[src/hw/rtl/sfd_ram.sv]
// sfd_ram: generic single-clock RAM, one write port, one registered read port.
// No dependencies.
module sfd_ram #(
   parameter int WIDTH = 32,
   parameter int DEPTH = 8,
   localparam int AW = $clog2(DEPTH)
) (
   input  logic             clock,
   input  logic             wr_en,
   input  logic [AW-1:0]    wr_addr,
   input  logic [WIDTH-1:0] wr_data,
   input  logic [AW-1:0]    rd_addr,
   output logic [WIDTH-1:0] rd_data
);

   logic [WIDTH-1:0] mem [DEPTH];
   logic [WIDTH-1:0] rd_data_ff;

   always_ff @(posedge clock) begin
      if (wr_en) begin
         mem[wr_addr] <= wr_data;
      end
      rd_data_ff <= mem[rd_addr];
   end

   assign rd_data = rd_data_ff;

endmodule

[config.mk]
export PLATFORM = sky130hd
export DESIGN_NAME = sfd_ram
export DESIGN_NICKNAME = d
export VERILOG_FILES = /design/src/hw/rtl/sfd_ram.sv
export SDC_FILE = /design/constraint.sdc
export NUM_CORES = 1
export LEC_CHECK = 0
export BUFFER_PORTS_ARGS = -buffer_cell sky130_fd_sc_hd__buf_2
export CAP_MARGIN = 10
export CELL_PAD_IN_SITES_DETAIL_PLACEMENT = 2
export CELL_PAD_IN_SITES_GLOBAL_PLACEMENT = 2
export CORE_MARGIN = 4
export CORE_UTILIZATION = 52
export DETAILED_ROUTE_END_ITERATION = 8
export PLACE_DENSITY = 0.83
export SYNTH_ARGS = -nofsm -noshare
export SYNTH_HDL_FRONTEND = slang
export SYNTH_SLANG_ARGS = --single-unit
[constraint.sdc]
create_clock -name clock -period 7.9 [get_ports clock]
set_input_delay 1.58 -clock clock [delete_from_list [all_inputs] [get_ports clock]]
set_output_delay 1.58 -clock clock [all_outputs]
set_load 0.01 [all_outputs]
# Word-level counts from Yosys, hierarchy flattened
# Memories as Yosys holds them, arrays and structs flattened. A register that Yosys moved wholly into a read port is not among the register bits.
# Index checks and enable logic that the tools add are counted.
# Widths: inputs -> output; s select.
# word_totals
ff_bits,0
ramBits,256
inputBits,40
output_inout_bits,32
elab_cells,3
mem_count,1
# memory_table
memory,depth,word_bits,read_ports,rd_ports_with_merged_regs,write_ports,line_no,source
mem,8,32,1,1,1,16,logic [WIDTH-1:0] mem [DEPTH];
# classes
mux,2
# ops
operator,count
$mux 1,2

# Logic depth before layout (Yosys ltp)
# Gate-level depths: netlist of the first run.
# logic_depth
word_depth,2
depth_mapped,4
depth_no_buf,2

# Worst setup path after synthesis of the first run
# No wires, ideal clock.
# synth_path
path_kind,in2reg
start,in wr_addr[2]
end,"mem mem[0][0], enable pin"
setup_time_ps,461
arrival_ps,3966
required_time_ps,7439
slack_ps,3473
path_stages,2
path_buffers,0
path_cell_list,nand2b_1 -> nor3_1
# synth_rtl
item,line_no,source
from (decl),10,"input logic [AW-1:0] wr_addr,"
to (decl),16,
# No word-level cell before the write port.

# Worst setup path after layout of the first run
# layout_path
start,in wr_addr[2]
end,"mem mem[0][1], enable pin"
# No word-level cell before the write port.

==> impl_summary.md, run 1 <==
Outcome
The run finished with clean final reports.

Global route
The number of antenna violations at the first check in global routing is 3. Entering global routing, the biggest net connects 65 pins. The via count of the first global-routing pass was 5276.

The first-pass GRT wire length is 36140 um. Summed over all layers, the global routing overflow is 0. Global routing used 22.57% of the available tracks across all layers.

STA
The final period demand of the worst path is 3.082 ns. The top achievable clock speed is 324.5 MHz. The count of endpoints failing setup in the final report is 0. Setup repair after global routing left no endpoint under its margin. The post-route worst setup slack is 4.818 ns.

The worst path uses 39.01% of the clock period. The clock tree skew after final layout is 0.008641 ns. The max-slew headroom at the worst pin is 21.40%. Setup total negative slack on the finished layout was measured at 0 ns. The final max-slew violation count came to 0. At the pin with the least slew margin, the transition time is 1.179 ns.

The hold violation total from the final report is 0.

Synthesis
Measured against the total synthesized area, the mux share comes to 18.65%. The post-synthesis adder-cell area fraction is 0%. In the post-synthesis netlist, the biggest area contributors are edfxtp_1 (73%), mux4_1 (10%), dfxtp_1 (6.1%), mux4_2 (5.2%), mux2_2 (3.4%). The complex-gate fraction of the synthesized area is 0%. The mapped netlist covers 10470 sq um. The count of distinct cell types in the synthesized netlist is 13.

The number of synthesized register bits is 288. The leading area contributor after synthesis is edfxtp_1. The post-synthesis net count is 455. Summing the areas of all xor and xnor instances in the mapped netlist gives 0% of the synthesized area.

Synthesis produced a netlist whose cell count is 415. The count of warnings emitted by yosys is 0. The fraction of the yosys area taken by sequential cells is 79.57%. Dividing the synthesized area by the synthesized cell count gives 25.22 sq um. Summing the areas of all and, or, nand and nor instances in the mapped netlist gives 0.5619% of the synthesized area. After synthesis, the largest family of logic cells by area is multiplexers. The proportion of netlist area held by the largest area contributor is 73.45%.

Clock network
The clock slew at the register clock pins of the worst setup and hold paths is 0.06 ns. Post-CTS repair changed the size of 0 cells. Once the clock tree was built, the setup fixing pass inserted 0 buffers.

TritonCTS built the clock tree. The number of buffers on the longest clock path is 3. CTS saw 288 sinks. The cell sitting at the root of the clock tree is a clkbuf_16. Buffers inserted to repair hold after CTS numbered 0. The clock insertion delay at the later pin of the skew report is 0.55 ns.

The maximum level of the CTS H-tree is 1. Clock tree synthesis inserted a total of 30 buffers.

Pwr
The design draws 3.189 mW. Across the VDD grid, the largest voltage drop is 0.0001753 V. Dividing total power by cell area gives a power density of 264.8 nW/um^2. The leakage power of the design is 4.088 nW.

Floorplanning
The floorplan has 51 rows. The width of the die is 149.9 um. The die boundary height is 149.9 um.

The placeable core region is 19650 sq um. 72 I/O pins were placed. The starting density of the core is 53.25%.

The full die area is 22460 sq um.

Hold path
Counting instances, the worst hold path has a depth of 2. The launch point of the worst hold path is mem[1][2]$_DFFE_PP_. The worst hold path belongs to the class flip-flop to flip-flop.

Worst setup path
Tracing the worst setup path back leads to its startpoint at wr_addr[2]. The stage delay of the slowest cell on the critical path is 0.71 ns. For the worst setup path, the data arrival time is 3.27 ns. The number of cells on the worst reg-to-reg path is 2. Of all nets on the critical path, the largest fanout is 25. The launching point of the worst reg2reg path is mem[1][14]$_DFFE_PP_. The worst setup path is launched from an input port. Walking the worst path, the cells encountered are buf_2, nand2b_1, nor3_2, buf_4.

The slowest stage of the critical path is the nor3_2 cell. The worst setup path is captured at a flip-flop. The type of the worst setup path is input port to flip-flop. STA puts the critical path data required time at 8.08 ns.

Placement
The congestion estimate from routability-driven global placement came to 0.6664. The half-perimeter wire length after placement is 13330 um. The count of buffers added on input and output ports is 71.

Timing analysis after detailed placement gives a worst setup slack of 4.185 ns. In this run, placement finished with an instance count of 742.

Route
The iteration-0 DRC count of the detailed router is 283. The aggregate routed wire length is 24400 um. The first TritonRoute pass finished after 4 iterations. The total DRC errors in the routed layout is 0. The wire length per cell is 30.57 um. The via-per-instance ratio is 5.754.

Once detail routing completed, the nets flagged for antenna violations numbered 0. The final route contains 4592 vias.

Finish
The number of non-filler instances in the completed layout is 798. The ratio of cells with drive above 1 in the final layout is 34.71%. 0 antenna diodes ended up in the layout. Compared with the post-synthesis result, the final layout area differs by 15.08%.

After the last flow step, the layout net total stands at 549.

Flow run
The number of max-cap violations is 0.
==> cell usage in the layout (no fill, tap or decap), types with 6 or more instances in the layout <==
master       n
edfxtp_1   256
buf_2       70
mux4_1      40
mux2_2      32
dfxtp_1     32
clkbuf_16   30
mux4_2      24
buf_4       10
clkbuf_1     8
clkinv_1     7
nor2_4       6
clkinv_2     6
==> kinds of logic (layout without fill, tap and decap cells) <==
logic type / count (synthesis) / count (layout)
multiplexers: 96 / 96
AND/OR/NAND/NOR: 13 / 13
flip-flops: 288 / 288
buffers and inverters: 18 / 136
==> registers in the layout (all words and copies together), names as in the netlist <==
| signal | count |
|---|---|
| mem | 256 |
| rd_data | 32 |
==> report_power, final <==
| group | leakage [nW] | internal, mW | total [mW] | switching, mW |
|---|---|---|---|---|
| registers | 2.60 | 1.72 | 1.74 | 0.0220 |
| clock network | 0.440 | 0.710 | 1.28 | 0.566 |
| logic | 1.05 | 0.0752 | 0.169 | 0.0942 |
==> cell type report <==
| type | instances | area [sq um] |
|---|---|---|
| clock buffer | 39 | 794.5 |
| clock inverter | 17 | 98.84 |
| fill | 1539 | 7610 |
| multi-input combinational | 109 | 2066 |
| sequential | 288 | 8328 |
| tap | 265 | 331.6 |
| timing repair buffer | 80 | 425.4 |
==> synth_stat cells <==
cell,count
buf_1,4
nor2_1,6
buf_2,6
dfxtp_1,32
mux4_1,40
nand2_1,2
mux2_2,32
nand2b_1,3
nor3_1,2
clkbuf_1,1
mux4_2,24
buf_6,7
edfxtp_1,256
==> critical path, delay by kind of cell <==
kind / cells / cell delay [ns]
buffers and inverters: 2 / 0.64
AND/OR/NAND/NOR: 2 / 1.01
==> final timing paths <==
kind              slack, ns                   to
setup / recovery       4.82  mem[0][1]$_DFFE_PP_
hold / removal         0.69   rd_data[2]$_DFF_P_
setup reg to reg       6.44  rd_data[14]$_DFF_P_
hold reg to reg        0.69   rd_data[2]$_DFF_P_
==> metal layers <==
metal,wire [um],vias up,global-route usage [%]
li1,-,1973,-
met1,9833,2448,29.82
met2,12960,128,40.17
met3,1125,37,3.846
met4,434,6,4.071
met5,39,-,0
==> through the flow <==
| step | util, % | cell area (sq um) | hold slack (ns) |
|---|---|---|---|
| finish | 61.28 | 12040 | 0.6867 |
| global route | 61.28 | 12040 | 0.7049 |
| CTS | 61.28 | 12040 | 0.6848 |
| detailed placement | 56.74 | 11150 | 0.6713 |
| global placement | 56.74 | 11150 | 0.6476 |
| floorplan | - | 10470 | 0.6408 |
Note: power is estimated with default switching activity, not from simulation.
==> run 2, diff against run 1 <==
CORE_UTILIZATION = 48   (was 52)
PLACE_DENSITY = 0.77   (was 0.83)
clock period = 3.2 ns   (was 7.9 ns; I/O delays follow)
==> impl_summary.md, run 2 (synthesis gave the netlist of run 1 again) <==
Clock network
The quantity of gates resized following cts came to 0 (unchanged). The number of hold-repair buffers added at the cts stage is 0 (unchanged). The setup fix buffers added after clock tree synthesis is 0 (unchanged). The maximum level of the CTS H-tree is 1 (unchanged). The number of buffers on the longest clock path is 3 (unchanged). The cell sitting at the root of the clock tree is a clkbuf_16. The total CTS buffers is 30 (unchanged). The clock insertion delay at the later pin of the skew report was 0.56 ns (about the same).

The number of sinks handled by clock tree synthesis came to 288 (unchanged). The clock tree from TritonCTS is built. The clock slew at the register clock pins of the worst setup and hold paths came to 0.06 ns (about the same).

Worst setup path
The biggest fanout along the worst timing path is 19 (-24%). The startpoint identified for the worst register-to-register timing path is mem[3][11]$_DFFE_PP_. The kind of launch point of the worst setup path is an input port. The number of cells on the worst reg-to-reg path is 2 (unchanged).

For this design, the slowest cell found on the critical path is nor2_4. The data arrival time of the critical path was 2.12 ns (-1.15 ns). In this run the worst setup path begins at wr_addr[2]. The critical path is of the input port to flip-flop type.

Traced cell by cell, the critical path runs through buf_2, nand2b_1, nor2_4, buf_4. The critical path data required time came to 3.45 ns (-4.63 ns). The flop-to-flop setup slack is 1.80 ns (-4.64 ns). The kind of cell adding the most delay to the critical path is simple AND/OR/NAND/NOR gates. The stage delay of the slowest cell on the critical path is 0.71 ns (about the same). The worst setup path is captured at a flip-flop. The buffers plus inverters on the worst setup path was 2 (unchanged). The endpoint of the lowest-slack register-to-register path is rd_data[11]$_DFF_P_.

Floorplanning
The placeable core region is 21220 sq um (+8.0%). The die boundary height is 155.7 um (+3.9%). The full die area is 24230 sq um (+7.9%).

The width of the die came to 155.7 um (+3.9%). The number of placed I/O pins is 72 (unchanged). The number of core rows is 53 (+3.9%). The starting density of the core was 49.32% (-3.9 points).

Finish
Leaving out fill and tap cells, the most frequent cell in the layout is edfxtp_1. The number of non-filler instances in the completed layout is 815 (+2.1%). The number of fill cells in the layout is 1713 (+11%). The final cell utilization of the core was 57.92% (-3.4 points). The number of flip-flops in the largest register is 256 (unchanged).

The count of antenna diodes in the layout came to 0 (unchanged). The post-layout instance area was 12290 sq um (+2.1%). Counting flops per register, the top entry is mem. In the layout the commonest cells are edfxtp_1 (256), buf_2 (70), mux4_1 (40), mux2_2 (32), dfxtp_1 (32). The layout overhead on the synthesized area is 17.44%. The final net count was 556 (+1.3%). The ratio of cells with drive above 1 in the final layout is 36.67% (+2.0 points).

STA
The setup total negative slack is 0 ns (unchanged). The top achievable clock speed is 533.8 MHz. The slew at the pin closest to its max-slew limit is 0.7970 ns (-0.3820 ns). Setup repair after global routing left no endpoint under its margin. The hold violation total from the final report is 0 (unchanged).

The max-slew headroom at the worst pin is 46.74% (+25 points). The worst slack on hold paths is 0.3611 ns (-0.3257 ns). The routed design could run at a clock period as short as 1.873 ns. The final critical path takes up 58.55% of the cycle.

The count of endpoints failing setup in the final report is 0 (unchanged). The clock tree skew after final layout is 0.01625 ns (+0.007610 ns). The final max-slew violation count was 0 (unchanged).

Placement
The half-perimeter wire length after placement is 13690 um (+2.7%). The placed instance count is 759 (+2.3%). The routability congestion estimate from global placement is 0.6756 (+1.4%).

The number of buffers inserted by port buffering is 71 (unchanged). The area after detailed placement is 11270 sq um (+1.0%).

Route
The aggregate routed wire length is 25260 um (+3.6%). The number of routed nets with antenna violations is 0 (unchanged). The wire length per cell is 31.00 um (+1.4%). The iteration-0 DRC count of the detailed router was 482 (+70%). The number of vias in the routed layout is 4703 (+2.4%). The total DRC errors in the routed layout is 0 (unchanged).

The first-pass detailed-route iteration total was 5 (+1). The via-per-instance ratio is 5.771 (+0.28%).

Global route
The via count of the first global-routing pass is 5380 (+2.0%). The maximum number of pins on one net before global-route repair is 65 (unchanged). The number of antenna violations at the first check in global routing was 0 (-3). The total global routing track utilization is 21.32% (-1.3 points). The total congestion overflow after global routing came to 0 (unchanged). The first-pass GRT wire length came to 37520 um (+3.8%).

Hold path
The startpoint identified for the worst hold timing path is wr_data[6]. The path type of the worst min-delay path is input port to flip-flop. The worst hold path stage count is 1 (-1). For hold timing, the worst endpoint is mem[5][6]$_DFFE_PP_.

Pwr
The leakage power of the design came to 4.207 nW (+2.9%). The power density over the cells came to 678.7 nW/um^2 (+160%). The highest ir drop seen on vdd came to 0.0005020 V (+190%).

Flow run
The number of max-cap violations was 0 (unchanged).

Outcome
The flow ran to the end, and the final reports show no timing, DRC or antenna violations.
## run 2: through the flow
step,power (mW),setup slack (ns)
final,8.342,1.327
after detailed placement,4.812,0.7411
after global placement,4.765,0.8732
after floorplan,4.592,0.5703
after CTS,8.422,1.315
after global routing,8.646,1.266
## run 2: metal layers
layer	share of wire [%]	track usage, %	vias to the layer above
met5	0	0	-
met4	1.2	3.877	0
met3	5.3	3.551	27
met2	52	36.87	153
met1	41	29.27	2526
li1	-	-	1997
## run 2: power breakdown
group	total (mW)	internal, mW	leakage (nW)	switching, mW
clock network	3.60	2.16	0.507	1.45
logic	0.436	0.194	1.10	0.243
registers	4.30	4.25	2.60	0.0530
## run 2: layout make-up
class / count / area (sq um) / share of cell area, %
Tap cell: 275 / 344.1 / 2.799
Sequential cell: 288 / 8328 / 67.75
Clock buffer: 47 / 894.6 / 7.278
Clock inverter: 9 / 131.4 / 1.069
Multi-Input combinational cell: 109 / 2078 / 16.91
Timing Repair Buffer: 87 / 515.5 / 4.194
## run 2: how the worst max path moves through the flow
stage | endpoint | slack [ns] | depth (start not counted)
2_1_floorplan | mem[1][0]$_DFFE_PP_ | 0.57 | 2
3_3_place_gp | mem[2][24]$_DFFE_PP_ | 0.87 | 4
3_5_place_dp | mem[2][25]$_DFFE_PP_ | 0.74 | 4
4_1_cts | mem[2][25]$_DFFE_PP_ | 1.31 | 4
5_1_grt | mem[2][24]$_DFFE_PP_ | 1.27 | 4
6_report | mem[2][25]$_DFFE_PP_ | 1.33 | 4
